--- config.mk ---
export PLATFORM = sky130hd
export DESIGN_NAME = bbs_front
export DESIGN_NICKNAME = d
export VERILOG_FILES = /design/src/design/bbs_pkg.sv /design/src/design/bbs_front.sv
export SDC_FILE = /design/constraint.sdc
export NUM_CORES = 1
export LEC_CHECK = 0
export ABC_CLOCK_PERIOD_IN_PS = 11400
export CAP_MARGIN = 25
export CORE_ASPECT_RATIO = 0.8
export CORE_MARGIN = 2
export CORE_UTILIZATION = 65
export DETAILED_ROUTE_END_ITERATION = 12
export DONT_BUFFER_PORTS = 1
export GPL_TIMING_DRIVEN = 0
export PLACE_DENSITY_LB_ADDON = 0.25
export RECOVER_POWER = 50
export SETUP_SLACK_MARGIN = 0.02
export SYNTH_ARGS = -nofsm -noshare
export SYNTH_HDL_FRONTEND = slang
export SYNTH_SLANG_ARGS = --single-unit
--- constraint.sdc ---
create_clock -name clk -period 11.4 [get_ports clk]
set_input_delay 0.57 -clock clk [delete_from_list [all_inputs] [get_ports clk]]
set_output_delay 0.57 -clock clk [all_outputs]
set_load 0.005 [all_outputs]
--- src/design/bbs_pkg.sv ---
// ----------------------------------------------------------------------------
// bbs_pkg: shared types and constants for the Bezier surface evaluator
// Item formats, queue depth, pipeline widths and reset control points.
// ----------------------------------------------------------------------------
`default_nettype none

package bbs_pkg;

  localparam int MAX_RESOLUTION = 256;
  localparam int RES_W          = 9;
  localparam int QDEPTH         = 4;
  localparam int QPTR_W         = $clog2(QDEPTH);
  localparam int DIV_STAGES     = 4;
  localparam int DIV_BITS       = 16 / DIV_STAGES;
  localparam int RAW_W          = 52;
  localparam int PROD_W         = 50;
  localparam int SUM_W          = 54;

  typedef enum logic {
    KIND_LOAD = 1'b0,
    KIND_EVAL = 1'b1
  } kind_t;

  typedef struct packed {
    logic signed [15:0] x;
    logic signed [15:0] y;
    logic signed [15:0] z;
  } cp_t;

  // one queued transaction, already classified by the front end
  typedef struct packed {
    kind_t       kind;
    logic [1:0]  row;
    logic [1:0]  col;
    cp_t         pt;
    logic [7:0]  a;
    logic [7:0]  b;
    logic        sat_a;
    logic        sat_b;
    logic [15:0] vidx;
  } q_item_t;

  function automatic cp_t cp_reset(input logic [1:0] row, input logic [1:0] col);
    cp_t p;
    p.x = col[1] ? 16'sd100 : 16'sd0;
    p.y = (col == 2'd1 || col == 2'd2) ? 16'sd100 : 16'sd0;
    case (row)
      2'd0:    p.z = 16'sd0;
      2'd1:    p.z = 16'sd100;
      2'd2:    p.z = 16'sd200;
      default: p.z = 16'sd300;
    endcase
    return p;
  endfunction

endpackage

`default_nettype wire

--- src/design/bbs_front.sv ---
// ----------------------------------------------------------------------------
// bbs_front: input acceptance and classification
// Holds the resolution register, clamps it, flags out-of-range grid steps
// and forms the vertex index before queueing the transaction.
// ----------------------------------------------------------------------------
`default_nettype none

module bbs_front (
  input  wire                      clk,
  input  wire                      rst,
  input  wire                      in_valid,
  output logic                     in_stall,
  input  wire                      kind,
  input  wire  [1:0]               point_row,
  input  wire  [1:0]               point_col,
  input  wire  signed [15:0]       coord_x,
  input  wire  signed [15:0]       coord_y,
  input  wire  signed [15:0]       coord_z,
  input  wire  [7:0]               grid_a,
  input  wire  [7:0]               grid_b,
  input  wire                      cfg_valid,
  output logic                     cfg_ready,
  input  wire  [bbs_pkg::RES_W-1:0] grid_resolution,
  input  wire                      q_full,
  output logic                     q_push,
  output bbs_pkg::q_item_t         q_item,
  output logic [bbs_pkg::RES_W-1:0] res_eff
);
  import bbs_pkg::*;

  logic [RES_W-1:0] res_reg;
  logic [17:0]      vidx_full;

  assign cfg_ready = 1'b1;

  always_ff @(posedge clk) begin
    if (rst) begin
      res_reg <= RES_W'(32);
    end else if (cfg_valid) begin
      res_reg <= grid_resolution;
    end
  end

  always_comb begin
    if (res_reg == '0)
      res_eff = RES_W'(1);
    else if (res_reg > RES_W'(MAX_RESOLUTION))
      res_eff = RES_W'(MAX_RESOLUTION);
    else
      res_eff = res_reg;
  end

  assign in_stall  = q_full;
  assign q_push    = in_valid && !q_full;
  assign vidx_full = 18'(grid_a * res_eff) + 18'(grid_b);

  always_comb begin
    q_item.kind  = kind_t'(kind);
    q_item.row   = point_row;
    q_item.col   = point_col;
    q_item.pt.x  = coord_x;
    q_item.pt.y  = coord_y;
    q_item.pt.z  = coord_z;
    q_item.a     = grid_a;
    q_item.b     = grid_b;
    q_item.sat_a = ({1'b0, grid_a} >= res_eff);
    q_item.sat_b = ({1'b0, grid_b} >= res_eff);
    q_item.vidx  = vidx_full[15:0];
  end

endmodule

`default_nettype wire

# Word-level counts from Yosys, hierarchy flattened
# Index checks and enable logic that the tools add are counted.
[op_classes] mul=1 add_sub_neg=1 shift=0 n_reduce_logical=3 n_eq_ne=0 magnitude_cmp=3 bitwise=0 muxes=2 n_div=0
[ops] cell="$ge A8 B9 Y1" count=2
[ops] cell="$mux W9" count=2
[ops] cell="$add A16 B8 Y16" count=1
[ops] cell="$mul A8 B9 Y16" count=1
[ops] cell="$gt A9 B9 Y1 const B" count=1
[ops] cell="$logic_not A9 Y1" count=1
[ops] cell="$logic_and A1 B1 Y1" count=1
[ops] cell="$logic_not A1 Y1" count=1
[totals] mem_bits_rw=0 latch_bits=0 inputBits=83 memories=0 elab_cells=11 rom_bits=0 output_inout_bits=99 regBits=9

# Logic depth before layout (Yosys ltp)
[depth] ltp_word=5 mapped_depth=19 mapped_depth_nobuf=19

# Least setup slack after synthesis
# No wires, ideal clock.
[synth_timing] path_kind="reg-to-output" start="reg res_reg[8]" end="out q_item[13] in the netlist's numbering" path_slack_ns=6.315 path_stages_with_launch=16 required_ns=10.830 t_arrival_ns=4.515 n_path_buf=1 path_cell_list="dfxtp_1 clkbuf_1 nor2_1 and2_1 fa_1 inv_1 fa_1 fa_1 fa_1 inv_1 ha_1 and2_4 a21boi_2 o21ai_0 a2111oi_2 a311o_1"
[synth_lines] element="from (decl)" line_no="bbs_front.sv:31" text="logic [RES_W-1:0] res_reg;"
[synth_lines] element="from (signal assigned)" line_no="bbs_front.sv:40" text="res_reg <= grid_resolution;"
[synth_lines] element="to (decl)" line_no="bbs_front.sv:26" text="output bbs_pkg::q_item_t q_item,"

==> impl_metrics.yaml <==
status:
  status: "finished, final reports clean"
timing:
  rsz0062_at_grt: "false"
  relSlewSlack_pct: 39.6
  hold_viol: 0
  max_freq_mhz: 169
  setup_viol: 0
  fin_tns_setup_ns: 0
  worst_pin_slew_ns: 0.903
  fin_crit_sh_pct: 52.0
  slew_violations: 0
  hold_ws_ns: 0.465
  skew_ns: 0
  finalCriticalPeriod_ns: 5.93
placed_design:
  io_buffers: 0
  dp_hpwl_mm: 6.70
  numPlacedInstances: 568
  place_area_um2: 4080
  gp_congestion: 0.943
global_route:
  grt_use_total_pct: 24.3
  grt_pass1_vias: 3014
  top_usage_layer: "met2"
  grt_overflow: 0
  antenna_found_initial: 0
  grt_pass1_wl_mm: 13.3
  use_met1_pct: 31.3
  grtUsageMet3_pct: 3.14
  grt_max_degree: 12
  grtUsageMet2_pct: 45.8
detailed_routing:
  viasPerCell: 5.23
  via_count: 2994
  drc_errors: 0
  drtIter0Drc: 110
  wl_per_cell_um: 13.8
  drtAntennaViolNets: 0
  first_pass_iters: 6
  routed_wirelength_mm: 7.92
logic_synthesis:
  synth_flop_cell: "dfxtp_1"
  synth_top_cells_by_area: "fa_1 25%, ha_1 19%, buf_4 13%"
  ys_warn_count: 0
  synth_edf_count: 0
  synth_top_area_share_pct: 24.6
  yosysTopAreaCell: "fa_1"
  avgSynthCellArea_um2: 8.17
  yosysSeqAreaShare_pct: 4.53
  synthesis.nets: 679
  synth_cells: 487
  yosysMostFrequentCell: "inv_1"
  syn_area_um2: 3980
  synthTopCellsByCount: "104 x inv_1, 71 x buf_4, 60 x ha_1"
  ys_async_sr_fraction_pct: 0
  synth_cell_types: 42
  ys_ff_latch: 9
die:
  die_x_um: 91.5
  rows: 25
  ios: 182
  design.core.area_um2: 5910
  initial_core_util_pct: 67.3
  die_h_um: 74.0
  die-area_um2: 6770
pwr:
  powerDensity_nw_per_um2: 87.8
  internal-power_w: 0.000184
  combPwrFrac_pct: 80.0
  swShare_pct: 49.2
  vdd_ir_drop_max_mv: 0.0714
  power_w: 0.000362
  seq_power_share_pct: 9.7
  switching_power_w: 0.000178
  pwr-share-clk_pct: 10.3
  power.leakage_nw: 2.28
clock_network:
  htreeDepth: 1
  cts_tree: "yes"
  path_clk_slew_ns: 0.04
  cts-resized-gates: 0
  clockBufferDepth: 2
  clock_latency_ns: 0.23
  ctsHoldBuffers: 0
  post_cts_buffers: 0
  root_buffer: "clkbuf_8"
  cts_buffers: 3
  clock-sinks: 9
setup_path:
  cp-start-kind: "flip-flop"
  path_max_fanout: 11
  slowest_stage: "fa_1"
  path_class: "reg -> out"
  worstPathArrival_ns: 5.36
  timing.rr.start: "res_reg[8]"
  critPathBufInv: 3
  worstSetupEndpointType: "primary output"
  path_cells: "clkbuf_1 -> nor2_1 -> and2_1 -> fa_1 -> inv_1 -> fa_1 -> fa_1 -> fa_1 -> inv_1 -> ha_1 -> and2_4 -> a21boi_2 -> o21ai_0 -> a2111oi_2 -> a311o_1"
  crit_required_ns: 10.83
  cp_common_cell: "fa_1"
  r2r-end: "res_reg[8]"
  reg2reg_depth: 3
  slowest_delay_ns: 0.54
  r2r_slack_ns: 10.21
  cp_top_family: "adder cells"
layout:
  fin_area_um2: 4130
  drive_gt1_share_pct: 16.1
  nNetsFinal: 684
  synthToLayoutAreaGrowth_pct: 3.68
  n_antenna_cell: 0
  largest_reg_flops: 9
  fin_cells: 572
worst_hold_path:
  min_to: "res_reg[5]"
  whs_path_depth: 1
  hp-class: "in -> reg"
  hp-start: "grid_resolution[5]"
flow_run:
  max_cap_violations: 0
## cell families after synthesis
kind of cell / Yosys count / share of synthesized area, %
buffers and inverters: 187 / 24.3
XOR/XNOR: 12 / 2.64
multiplexers: 8 / 2.01
flip-flops: 9 / 4.53
other: 1 / 0.0942
AND/OR/NAND/NOR: 115 / 14.7
AO/OA/AOI/OAI: 46 / 8.14
adder cells (fa/ha/maj): 109 / 43.5
## worst reg2reg max path: cells and delay by family, from the launching register on
kind / cells / cell delay [ns]
simple gates: 1 / 0.10
buf+inv: 1 / 0.42
mux: 1 / 0.13
flops: 1 / 0.49
## power groups by stage
stage	sequential (W)	clock (W)	combinational (W)
floorplan	0.0000352	0	0.000241
finish	0.0000352	0.0000372	0.000290
detailed placement	0.0000357	0	0.000291
global route	0.0000354	0.0000405	0.000333
CTS	0.0000352	0.0000383	0.000293
global placement	0.0000356	0	0.000283
## cells in the final DEF, fill, tap and decap left out, types with 2 or more instances in the layout
cell / n
and2_1: 37
inv_1: 104
nor2_1: 20
a21oi_1: 14
o31ai_1: 4
fa_1: 49
nor2b_1: 10
clkbuf_1: 12
a21o_1: 6
xnor2_1: 9
o21bai_1: 2
buf_4: 18
clkbuf_4: 53
nand3_1: 2
o21ai_0: 4
dfxtp_1: 9
nor3_1: 5
o21a_1: 2
ha_1: 60
nand4_1: 2
mux2i_1: 8
xor2_1: 3
clkbuf_8: 3
nand2_1: 32
nand2b_1: 4
## metrics by stage
| stage | setup slack [ns] | utilization (%) |
|---|---|---|
| 2_1_floorplan | 6.31 | - |
| 3_3_place_gp | 5.71 | 69.0 |
| 3_5_place_dp | 5.71 | 69.0 |
| 4_1_cts | 5.44 | 69.8 |
| 5_1_grt | 5.10 | 69.8 |
| 6_report | 5.47 | 69.8 |
## metal layers
metal / share of wire (%) / vias to the layer above
met5: 0 / -
met2: 50 / 133
met3: 8.0 / 4
met4: 0.29 / 0
li1: - / 1431
met1: 42 / 1426
## cell type report
cell class,count,area [um^2]
multi-input cells,291,2830
fillers,516,1790
plain buffers,83,578
inverters,104,390
flip-flops and latches,9,180
well taps,81,101
clock buffers,4,45.0
## how the worst max path moves through the flow
| stage | start | endpoint | slack, ns | cells after the start |
|---|---|---|---|---|
| after floorplan | res_reg[8] | q_item[13] | 6.31 | 15 |
| after global placement | res_reg[8] | q_item[13] | 5.71 | 15 |
| after detailed placement | res_reg[8] | q_item[13] | 5.71 | 15 |
| after CTS | res_reg[8] | q_item[13] | 5.44 | 15 |
| after global routing | res_reg[8] | q_item[15] | 5.10 | 15 |
| final | res_reg[8] | q_item[13] | 5.47 | 15 |
Power figures use the tool's default switching activity.
