===== src/design/bbs_pkg.sv =====
// ----------------------------------------------------------------------------
// bbs_pkg: shared types and constants for the Bezier surface evaluator
// Item formats, queue depth, pipeline widths and reset control points.
// ----------------------------------------------------------------------------
`default_nettype none

package bbs_pkg;

  localparam int MAX_RESOLUTION = 256;
  localparam int RES_W          = 9;
  localparam int QDEPTH         = 4;
  localparam int QPTR_W         = $clog2(QDEPTH);
  localparam int DIV_STAGES     = 4;
  localparam int DIV_BITS       = 16 / DIV_STAGES;
  localparam int RAW_W          = 52;
  localparam int PROD_W         = 50;
  localparam int SUM_W          = 54;

  typedef enum logic {
    KIND_LOAD = 1'b0,
    KIND_EVAL = 1'b1
  } kind_t;

  typedef struct packed {
    logic signed [15:0] x;
    logic signed [15:0] y;
    logic signed [15:0] z;
  } cp_t;

  // one queued transaction, already classified by the front end
  typedef struct packed {
    kind_t       kind;
    logic [1:0]  row;
    logic [1:0]  col;
    cp_t         pt;
    logic [7:0]  a;
    logic [7:0]  b;
    logic        sat_a;
    logic        sat_b;
    logic [15:0] vidx;
  } q_item_t;

  function automatic cp_t cp_reset(input logic [1:0] row, input logic [1:0] col);
    cp_t p;
    p.x = col[1] ? 16'sd100 : 16'sd0;
    p.y = (col == 2'd1 || col == 2'd2) ? 16'sd100 : 16'sd0;
    case (row)
      2'd0:    p.z = 16'sd0;
      2'd1:    p.z = 16'sd100;
      2'd2:    p.z = 16'sd200;
      default: p.z = 16'sd300;
    endcase
    return p;
  endfunction

endpackage

`default_nettype wire


===== src/design/bbs_queue.sv =====
// ----------------------------------------------------------------------------
// bbs_queue: short transaction queue between front and back end
// Small register FIFO with full and empty flags.
// ----------------------------------------------------------------------------
`default_nettype none

module bbs_queue (
  input  wire             clk,
  input  wire             rst,
  input  wire             push,
  input  bbs_pkg::q_item_t push_item,
  input  wire             pop,
  output bbs_pkg::q_item_t head,
  output logic            full,
  output logic            empty
);
  import bbs_pkg::*;

  q_item_t               mem [QDEPTH];
  logic [QPTR_W-1:0]     wr_ptr;
  logic [QPTR_W-1:0]     rd_ptr;
  logic [QPTR_W:0]       count;

  assign full  = (count == (QPTR_W+1)'(QDEPTH));
  assign empty = (count == '0);
  assign head  = mem[rd_ptr];

  always_ff @(posedge clk) begin
    if (push) begin
      mem[wr_ptr] <= push_item;
    end
  end

  always_ff @(posedge clk) begin
    if (rst) begin
      wr_ptr <= '0;
      rd_ptr <= '0;
      count  <= '0;
    end else begin
      if (push) wr_ptr <= wr_ptr + 1'b1;
      if (pop)  rd_ptr <= rd_ptr + 1'b1;
      case ({push, pop})
        2'b10:   count <= count + 1'b1;
        2'b01:   count <= count - 1'b1;
        default: count <= count;
      endcase
    end
  end

endmodule

`default_nettype wire


===== config.mk =====
export PLATFORM = sky130hd
export DESIGN_NAME = bbs_queue
export DESIGN_NICKNAME = d
export VERILOG_FILES = /design/src/design/bbs_pkg.sv /design/src/design/bbs_queue.sv
export SDC_FILE = /design/constraint.sdc
export NUM_CORES = 1
export LEC_CHECK = 0
export BUFFER_PORTS_ARGS = -buffer_cell sky130_fd_sc_hd__buf_4
export CAP_MARGIN = 10
export CORE_MARGIN = 1
export CORE_UTILIZATION = 39
export CTS_BUF_LIST = sky130_fd_sc_hd__clkbuf_8
export DETAILED_ROUTE_END_ITERATION = 6
export PLACE_DENSITY = 0.61
export SLEW_MARGIN = 5
export SYNTH_ARGS = -nofsm -noshare
export SYNTH_HDL_FRONTEND = slang
export SYNTH_SLANG_ARGS = --single-unit

===== constraint.sdc =====
create_clock -name clk -period 3.72 [get_ports clk]
set_input_delay 0.186 -clock clk [delete_from_list [all_inputs] [get_ports clk]]
set_output_delay 0.186 -clock clk [all_outputs]
set_load 0.01 [all_outputs]

Yosys cells after proc, flatten, opt, wreduce, memory -nomap -nowiden
Memories as Yosys holds them, arrays and structs flattened. A register that Yosys moved wholly into a read port is not among the register bits. Cells that the tools add are included.

Bits in writable memories: 348. Bits of input ports: 91. Logic and storage cells: 18. Output and inout bits: 89. Latch bits: 0. Flip-flop bits (word level): 7. Memories: 1. Memory bits (read-only): 0.

Bitwise operators: 0. Multiplexer cells: 5. Reductions and logical operators: 2. Add/subtract/negate cells: 4. Div/mod/pow operators: 0. Order comparisons: 0. $mul: 0. Shift operators: 0. Eq/ne operators: 3.

Memory list: mem (depth 4, width 87, rd ports 1, clocked after Yosys merged registers in 1, wr ports 1, line bbs_queue.sv:19) `q_item_t mem [QDEPTH];`.

Operators with widths (number): $pmux W3 S2 (1); $add A2 B1 Y2 const B (2); $mux W2 (2); $add A3 B1 Y3 const B (1); $eq A3 B3 Y1 const B (1); $logic_not A3 Y1 (1); $sub A3 B1 Y3 const B (1); $eq A2 B1 Y1 const B (1); $eq A2 B2 Y1 const B (1); $mux W1 (2); $reduce_bool A2 Y1 (1).

Logic depth before layout (Yosys ltp)
Gate-level depths: netlist (run 1).

Word-level depth: 3. Gate-level depth with buffers: 7. Mapped depth without buffers: 7.

Worst setup path after synthesis (run 1)
No wires, ideal clock.

Path type: flip-flop to flip-flop. Start point: register wr_ptr[0]. End point: memory mem[0][0] (netlist bit) (enable). Setup time: 0.455 ns. Arrival: 2.563 ns. Data required time: 3.265 ns. Cell stages (with the launch flop): 4. Period minus slack after synthesis: 3.017 ns. Path slack: 0.703 ns. Path buffers: 0. Cells stage by stage: dfxtp_1 inv_1 ha_1 and2_1.

RTL lines: start: declaration (line bbs_queue.sv:20) `logic [QPTR_W-1:0] wr_ptr;`; start signal: assignment (line bbs_queue.sv:40) `if (push) wr_ptr <= wr_ptr + 1'b1;`; end: declaration (line bbs_queue.sv:19).

Straight into the memory's write port.

==> impl_metrics.ini, run 1 <==
[run_status]
outcome = finished, final reports clean

[global_routing]
antenna_found_initial = 0
grt_start_max_net_pins = 57
number_of_global_route_vias_before_repair = 6882
first_pass_grt_wire_length_mm = 37.7
grt_util_all_layers_pct = 14.8
grt_remaining_overflow = 0

[pwr]
power_report.internal_total_w = 0.00665
max-vdd-ir-drop_uv = 219
finalPower_w = 0.00860
power_frac_seq_pct = 54.6
power.static_leakage_nw = 5.75
p_switching_w = 0.00195
p_comb_share_pct = 11.6
sw_frac_of_total_pct = 22.6
p_clk_share_pct = 33.7
cellPowerDensity_mw_per_mm2 = 513

[place]
place_congestion = 0.680
pre_cts_ws_ns = 1.57
dp_hpwl_mm = 14.7
postPlaceCellArea_sq_mm = 0.0149
port_buffers = 179

[cts]
path_clk_slew_ns = 0.06
cts_tree = built
cts.sinks = 357
cts.repair_timing.setup_buffer_count = 0
clockBufferDepth = 3
cts_inserted_buffers = 56
htree_levels = 2
worst_skew_pair.late_latency_ns = 0.57
clock-root-buffer = sky130_fd_sc_hd__clkbuf_8

[floorplan]
floorplan.initialDensity_pct = 39.8
fp.dieArea_sq_mm = 0.0340
floorplan.die.width_um = 184
fp.dieH_um = 184
design.portCount = 180
number_of_cell_rows = 66
placeableCoreArea_sq_mm = 0.0326

[sta]
layout_min_cycle_time_ns = 2.62
fin_crit_sh_pct = 70.5
setup_viol = 0
maxSlewViolCount = 0
worst_slack_ns = 1.10
timing_worst_slew_pin_value_ns = 0.908
finalHoldViolCount = 0
worst_slew_margin_rel_pct = 39.4
setup_tns_ns = 0
hold-worst-slack_ns = 0.361
fmax_ghz = 0.382
grt_setup_unrepaired = false
worst_clk_skew_ns = 0.0156

[drt]
drc = 0
initialDrtViolationCount = 316
final_antenna_net_count = 0
drt-wirelength-per-cell_um = 19.2
drt_pass1_iterations = 4
vias_per_cell = 4.82
route.final.wire_length_mm = 25.1
vias = 6279

[yosys]
synth_enable_flop_cells = 348
synthXorXnorAreaFrac_pct = 0.337
synth_top_flop_cell = sky130_fd_sc_hd__edfxtp_1
synth_compound_gate_area_share_pct = 0.116
synth_simple_gate_area_share_pct = 0.588
synth_fp_nets = 599
synth_area_per_cell_sq_um = 25.9
synth.area.mux_share_pct = 15.2
fraction_of_synthesis_flops_using_an_asynchronous_set_or_reset_pin_pct = 0
yosysWarningCount = 0
ys_seq_elements = 357
mappedNetlistArea_sq_mm = 0.0130
synth_top_family_by_area = multiplexers
synth_cell_types = 22
synth_seq_area_share_pct = 81.8
synthesis.instances = 502
post_synth_fa_ha_maj_area_fraction_pct = 0.636

[hold_path]
hold_depth = 2
hp-class = in -> reg
timing.hold.worst.start = push_item[19]

[worst_setup_path]
timing.rr.start = wr_ptr[0]$_SDFFE_PP0P_
rrSetupSlack_ns = 1.64
critical_path.most_common_cell = sky130_fd_sc_hd__buf_4
timing.critical_path.arrival_ns = 2.43
crit_required_ns = 3.53
worst-setup-path-type = reg -> out
end_kind = primary output
regToRegEndpoint = mem[2][42]$_DFFE_PP_
critical_path.slowest_cell = sky130_fd_sc_hd__dfxtp_4
worst_setup_sp_type = flop
critPathMaxStageDelay_ns = 0.68
crit_path_end = head[22]
crit_chain = buf_4, mux4_2, buf_4
reg2reg_depth = 4
crit_fanout = 24

[final_layout]
finalNetCount = 917
synthToLayoutAreaGrowth_pct = 29.1
fin_area_sq_mm = 0.0168
antenna_cells_inserted = 0
final_layout_size_suffix_gt1_share_pct = 40.8

[job]
timing.max_cap.violations = 0
==> worst min-delay path by stage <==
stage | to
after floorplan | mem[0][0]$_DFFE_PP_
after global placement | mem[0][38]$_DFFE_PP_
after detailed placement | mem[0][70]$_DFFE_PP_
after CTS | mem[1][14]$_DFFE_PP_
after global routing | mem[1][14]$_DFFE_PP_
final | mem[0][19]$_DFFE_PP_
==> timing repair <==
| item | CTS | global route |
|---|---|---|
| resized for setup | 0 | 0 |
| endpoints found under the hold margin | 357 | 0 |
| hold buffers | 91 | 0 |
==> critical path: cells and delay by family, from the launching register on <==
family	cells	cell delay, ns
flops	1	0.68
buf+inv	2	0.60
mux	1	0.57
==> metal layers <==
metal / vias to the layer above / track usage [%] / wire length [um]
met5: - / 0 / 0
met4: 0 / 4.30 / 396
met3: 37 / 3.58 / 1600
met2: 195 / 25.6 / 12700
met1: 3254 / 18.5 / 10300
li1: 2793 / - / -
==> area by class of cell <==
| type | count | area [sq um] |
|---|---|---|
| well taps | 442 | 553 |
| multi-input cells | 118 | 2200 |
| clock buffers | 57 | 785 |
| repair buffers | 281 | 2370 |
| clock inverters | 42 | 204 |
| inverters | 6 | 22.5 |
| flip-flops and latches | 357 | 10600 |
| fillers | 2623 | 15800 |
==> synthesized netlist by cell type (2+ instances only) <==
cell type,number,area [sq um]
sky130_fd_sc_hd__dfxtp_1,9,180
sky130_fd_sc_hd__xnor2_1,2,17.5
sky130_fd_sc_hd__buf_8,3,45.0
sky130_fd_sc_hd__inv_1,6,22.5
sky130_fd_sc_hd__buf_2,10,50.1
sky130_fd_sc_hd__mux4_2,87,1960
sky130_fd_sc_hd__edfxtp_1,348,10500
sky130_fd_sc_hd__clkbuf_1,6,22.5
sky130_fd_sc_hd__a21oi_1,2,10.0
sky130_fd_sc_hd__ha_1,5,62.6
sky130_fd_sc_hd__and2_1,4,25.0
sky130_fd_sc_hd__xor2_1,3,26.3
sky130_fd_sc_hd__nor2_1,8,30.0
==> power by group through the flow <==
stage	sequential [W]	clock, W	combinational, W
floorplan	0.00475	0	0.000511
finish	0.00470	0.00290	0.00100
detailed placement	0.00479	0	0.000940
CTS	0.00470	0.00299	0.00102
global route	0.00472	0.00316	0.00108
global placement	0.00477	0	0.000916
==> cell usage in the layout, fill, tap and decap left out, drive strengths merged, types with 3 or more instances in the layout <==
cell and n:
and2 4, dfxtp 9, mux4 87, clkinvlp 3, dlygate4sd3 91, nor2 8
ha 5, clkbuf 57, xor2 3, edfxtp 348, inv 23, clkinv 21
buf 190
==> registers in the layout, indices dropped and copies added (netlist names), named ones only <==
register and flops:
count 3, mem 348, rd_ptr 2, wr_ptr 2
==> kinds of logic after synthesis <==
| logic type | count (synthesis) |
|---|---|
| multiplexers | 88 |
| AND/OR/NAND/NOR | 16 |
| XOR/XNOR | 5 |
| AO/OA/AOI/OAI | 3 |
| adder cells (fa/ha/maj) | 6 |
| buffers and inverters | 27 |
| flip-flops | 357 |
==> metrics by stage <==
step                cells  util, %
global placement     1113     45.6
detailed placement   1113     45.6
finish               1303     51.4
global route         1303     51.4
CTS                  1303     51.4
floorplan             502        -
Power figures use the tool's default switching activity.
==> run 2: changes to the inputs <==
- clock period: 3.72 -> 2.5 ns (I/O delays scaled with it)
==> impl_metrics.ini, run 2 (synthesized netlist as in run 1, its figures left out) <==
[run_status]
outcome = finished, final reports clean

[drt]
initialDrtViolationCount = 284
drt_pass1_iterations = 6
route.final.wire_length_mm = 25.1
vias_per_cell = 4.83
drc = 0
vias = 6302
drt-wirelength-per-cell_um = 19.2
final_antenna_net_count = 0

[cts]
cts_tree = built
path_clk_slew_ns = 0.07
cts.repair_timing.setup_buffer_count = 0
cts_inserted_buffers = 56
cts-hold-fix-buffers = 91
cts.sinks = 357
worst_skew_pair.late_latency_ns = 0.57
postCtsResizedCells = 0
htree_levels = 2
clockBufferDepth = 3
clock-root-buffer = sky130_fd_sc_hd__clkbuf_8

[worst_setup_path]
crit_chain = buf_4, mux4_2, buf_4
rrSetupSlack_ns = 0.78
worst_setup_sp_type = flop
path_delay_family = buffers and inverters
number_of_gates_on_the_worst_path_with_buffers_counted = 3
critical_path.most_common_cell = sky130_fd_sc_hd__buf_4
timing.rr.start = wr_ptr[1]$_SDFFE_PP0P_
crit_required_ns = 2.38
timing.critical_path.arrival_ns = 2.19
end_kind = primary output
critPathMaxStageDelay_ns = 0.60
critical_path.slowest_cell = sky130_fd_sc_hd__mux4_2
crit_path_end = head[37]
critical_path.n_buffers_inverters = 2
worst-setup-path-type = reg -> out
crit_fanout = 28
regToRegEndpoint = mem[0][21]$_DFFE_PP_
reg2reg_depth = 4

[final_layout]
finalNetCount = 917
number_of_flip_flops_under_the_largest_register_name = 348
final_layout_size_suffix_gt1_share_pct = 41.0
nFillCells = 2580
synthToLayoutAreaGrowth_pct = 29.7
layout_commonest_cell = sky130_fd_sc_hd__edfxtp_1
antenna_cells_inserted = 0
top_register = mem
top_regs = mem (348), count (3)
layout.cells.most_common_list = sky130_fd_sc_hd__edfxtp_1, sky130_fd_sc_hd__buf_4, sky130_fd_sc_hd__dlygate4sd3_1

[sta]
finalHoldViolCount = 0
grt_setup_unrepaired = false
worst_slew_margin_rel_pct = 59.5
timing_worst_slew_pin_value_ns = 0.607
layout_min_cycle_time_ns = 2.32
setup_tns_ns = 0
fmax_ghz = 0.431
fin_crit_sh_pct = 92.8
worst_clk_skew_ns = 0.0159
maxSlewViolCount = 0
setup_viol = 0

[floorplan]
floorplan.initialDensity_pct = 39.8
placeableCoreArea_sq_mm = 0.0326
number_of_cell_rows = 66
fp.dieArea_sq_mm = 0.0340
floorplan.die.width_um = 184
fp.dieH_um = 184
design.portCount = 180

[pwr]
power.static_leakage_nw = 5.78
max-vdd-ir-drop_uv = 468
finalPower_w = 0.0127
cellPowerDensity_mw_per_mm2 = 754

[global_routing]
first_pass_grt_wire_length_mm = 38.2
antenna_found_initial = 0
number_of_global_route_vias_before_repair = 7045
gr-max-usage-layer = met2
grt_remaining_overflow = 0
use_met1_pct = 18.2
grt_use_met2_pct = 25.9
met3_track_demand_over_resource_pct = 4.27
grt_util_all_layers_pct = 15.0
grt_start_max_net_pins = 88

[place]
place_congestion = 0.709
port_buffers = 179
dp_hpwl_mm = 14.3

[job]
timing.max_cap.violations = 0

[hold_path]
hp-class = in -> reg
[run 2: cell types whose count changed in the layout (fill, tap and decap cells not counted)]
cell | previous run | this run
sky130_fd_sc_hd__buf_12 | 3 | 10
sky130_fd_sc_hd__buf_4 | 187 | 180
sky130_fd_sc_hd__bufinv_16 | 1 | 0
sky130_fd_sc_hd__clkinv_1 | 14 | 12
sky130_fd_sc_hd__clkinv_2 | 7 | 11
sky130_fd_sc_hd__clkinvlp_4 | 3 | 2
sky130_fd_sc_hd__inv_1 | 23 | 24
[run 2: worst register-to-register path: cells and delay by family (launching register included)]
kind          cells  cell delay, ns
simple gates      1            0.48
fa+ha+maj         1            0.15
flops             1            0.34
buf+inv           2            0.41
[run 2: layout make-up]
class | instances | area, sq um | area share, %
Tap cell | 442 | 553 | 3.28
Clock inverter | 43 | 183 | 1.08
Multi-Input combinational cell | 118 | 2200 | 13.0
Clock buffer | 57 | 785 | 4.66
Sequential cell | 357 | 10600 | 63.2
Inverter | 6 | 22.5 | 0.134
Timing Repair Buffer | 281 | 2460 | 14.6
[run 2: worst min path at each step]
stage	startpoint	to	cells after the start
global placement	push_item[71]	mem[0][71]$_DFFE_PP_	1
detailed placement	push_item[59]	mem[0][59]$_DFFE_PP_	1
global route	push_item[75]	mem[2][75]$_DFFE_PP_	2
floorplan	push_item[0]	mem[0][0]$_DFFE_PP_	0
CTS	push_item[53]	mem[2][53]$_DFFE_PP_	2
finish	push_item[12]	mem[3][12]$_DFFE_PP_	2
[run 2: stage by stage]
stage,instance area [sq um],utilization [%],setup slack (ns),hold slack [ns],cells
finish,16800,51.6,0.181,0.301,1304
global route,16800,51.6,0.00321,0.254,1304
global placement,15000,45.9,0.751,0.323,1113
floorplan,13000,-,0.440,0.224,502
CTS,16800,51.6,0.0939,0.245,1304
detailed placement,15000,45.9,0.719,0.329,1113
[run 2: per-layer routing]
metal	vias to the layer above	share of wire [%]
met5	-	0
met4	0	1.8
met3	43	7.0
met2	209	51
met1	3260	40
li1	2790	-
[run 2: where the power goes]
part	switching (W)	internal [W]	leakage, nW
Combinational	0.000709	0.000833	1.94
Sequential	0.0000857	0.00687	3.27
Clock	0.00209	0.00211	0.568
Total	0.00289	0.00982	5.78
==> run 3: changes to the inputs <==
- ABC_AREA: unset -> 1
==> impl_metrics.ini, run 3 <==
[sta]
fin_crit_sh_pct = 90.9
setup_tns_ns = 0
finalHoldViolCount = 0
fmax_ghz = 0.440
worst_clk_skew_ns = 0.0146
timing_worst_slew_pin_value_ns = 0.649
maxSlewViolCount = 0
grt_setup_unrepaired = false
worst_slew_margin_rel_pct = 56.7
setup_viol = 0
layout_min_cycle_time_ns = 2.27
worst_slack_ns = 0.228

[worst_setup_path]
worst_setup_sp_type = flop
critical_path.n_buffers_inverters = 2
critical_path.slowest_cell = sky130_fd_sc_hd__buf_6
timing.critical_path.arrival_ns = 2.15
path_delay_family = buffers and inverters
end_kind = primary output
crit_chain = buf_6, o21ai_0, o22ai_1, buf_4
crit_fanout = 82
critPathMaxStageDelay_ns = 0.49
worst-setup-path-type = reg -> out
crit_required_ns = 2.38

[drt]
final_antenna_net_count = 0
drt-wirelength-per-cell_um = 18.0
initialDrtViolationCount = 523
drc = 0
vias_per_cell = 5.00
vias = 8394
route.final.wire_length_mm = 30.3
drt_pass1_iterations = 4

[final_layout]
layout_commonest_cell = sky130_fd_sc_hd__edfxtp_1
antenna_cells_inserted = 0
fin_area_sq_mm = 0.0171
number_of_flip_flops_under_the_largest_register_name = 348
finalNetCount = 1292
top_register = mem
top_regs = mem (348), count (3)
final_layout_size_suffix_gt1_share_pct = 22.1
synthToLayoutAreaGrowth_pct = 27.8
layout.cells.most_common_list = sky130_fd_sc_hd__edfxtp_1, sky130_fd_sc_hd__buf_4, sky130_fd_sc_hd__nor2_1

[cts]
cts.sinks = 357
clockBufferDepth = 3
cts_inserted_buffers = 58
cts_tree = built
cts.repair_timing.setup_buffer_count = 0
path_clk_slew_ns = 0.06
worst_skew_pair.late_latency_ns = 0.57
htree_levels = 2
clock-root-buffer = sky130_fd_sc_hd__clkbuf_8

[pwr]
power_report.internal_total_w = 0.00964
cellPowerDensity_mw_per_mm2 = 744
power.static_leakage_nw = 6.05
p_comb_share_pct = 11.7
sw_frac_of_total_pct = 24.1
p_clk_share_pct = 33.9
power_frac_seq_pct = 54.4
p_switching_w = 0.00306
max-vdd-ir-drop_uv = 421

[global_routing]
grt_start_max_net_pins = 93
number_of_global_route_vias_before_repair = 8495
grt_util_all_layers_pct = 17.2
antenna_found_initial = 0
first_pass_grt_wire_length_mm = 46.9
grt_remaining_overflow = 0

[yosys]
synth_area_per_cell_sq_um = 14.9
mappedNetlistArea_sq_mm = 0.0134
synth_fp_nets = 996
synth_seq_area_share_pct = 79.6
synthMostInstantiatedCell = sky130_fd_sc_hd__edfxtp_1
post_synth_most_frequent_cells = sky130_fd_sc_hd__edfxtp_1, sky130_fd_sc_hd__nor2_1, sky130_fd_sc_hd__o21ai_0, sky130_fd_sc_hd__o22ai_1, sky130_fd_sc_hd__o21ai_1
synth_cell_types = 21
ys_seq_elements = 357
synthesis.instances = 899
synth_enable_flop_cells = 348
yosys.area.top_type_share_pct = 78.3
netlist.top_cell.by_area = sky130_fd_sc_hd__edfxtp_1
synth.area.top_cells = sky130_fd_sc_hd__edfxtp_1, sky130_fd_sc_hd__nor2_1, sky130_fd_sc_hd__o22ai_1
synth_top_flop_cell = sky130_fd_sc_hd__edfxtp_1
fraction_of_synthesis_flops_using_an_asynchronous_set_or_reset_pin_pct = 0
yosysWarningCount = 0

[place]
pre_cts_ws_ns = 0.560
place_congestion = 0.742
dp_hpwl_mm = 16.9
port_buffers = 179
postPlaceCellArea_sq_mm = 0.0152

[floorplan]
design.portCount = 180
floorplan.die.width_um = 187
number_of_cell_rows = 67
floorplan.initialDensity_pct = 39.7
fp.dieArea_sq_mm = 0.0350
fp.dieH_um = 187
placeableCoreArea_sq_mm = 0.0336

[run_status]
outcome = finished, final reports clean

[job]
timing.max_cap.violations = 0

[hold_path]
hp-class = in -> reg
run 3: what timing repair did:
action | in CTS | in global routing
endpoints found under the hold margin | 357 | 0
resized for setup | 0 | 3
endpoints found under the setup margin | 0 | 53
hold buffers | 91 | 0
run 3: power by group through the flow:
stage	clock [W]	combinational, W	sequential (W)
after floorplan	0	0.000688	0.00702
after global placement	0	0.00137	0.00703
after detailed placement	0	0.00138	0.00703
after CTS	0.00441	0.00150	0.00691
after global routing	0.00467	0.00162	0.00693
final	0.00430	0.00149	0.00691
run 3: worst reg2reg max path: stages (launching register included):
cell	delay (ns)
sky130_fd_sc_hd__dfxtp_1	0.36
sky130_fd_sc_hd__inv_1	0.10
sky130_fd_sc_hd__ha_1	0.21
sky130_fd_sc_hd__nand2_1	0.11
sky130_fd_sc_hd__clkinvlp_4	0.49
sky130_fd_sc_hd__buf_4	0.41
run 3: cell families (layout without fill, tap and decap cells):
group / Yosys count / in the layout / synth area share (%)
buffers and inverters: 74 / 406 / 3.36
DFF: 357 / 357 / 79.6
AOI/OAI and AO/OA: 272 / 272 / 11.0
and+or+nand+nor: 190 / 190 / 5.39
adders and majority gates: 6 / 6 / 0.619
run 3: final cells by class:
class                   instances  area [sq um]
inverters                      18          90.1
clock buffers                  59           812
multi-input cells             468          2270
clock inverters                37           146
flip-flops and latches        357         10600
well taps                     448           561
repair buffers                292          2540
fillers                      2869         16600
run 3: per-layer routing:
layer  track usage, %  part of all wire (%)  vias to the layer above
li1                 -                     -                     3984
met1             23.7                    45                     4093
met2             27.3                    47                      273
met3             3.77                   6.4                       44
met4             4.85                   1.5                        0
met5                0                     0                        -
run 3: path summary, 6_finish.rpt:
kind	startpoint	endpoint	cells after the start	slack [ns]
setup / recovery	flop	head[2]	4	0.23
hold / removal	push_item[32]	mem[2][32]$_DFFE_PP_	2	0.30
setup reg to reg	wr_ptr[0]$_SDFFE_PP0P_	mem[0][85]$_DFFE_PP_	5	0.55
hold reg to reg	rd_ptr[1]$_SDFFE_PP0P_	flop	1	0.46
run 3: stage by stage:
stage	util (%)	power, W	hold slack, ns	cells
6_report	50.7	0.0127	0.297	1679
5_1_grt	50.7	0.0132	0.271	1679
4_1_cts	50.7	0.0128	0.253	1679
3_5_place_dp	45.2	0.00841	0.328	1492
3_3_place_gp	45.2	0.00839	0.326	1492
2_1_floorplan	-	0.00771	0.224	899
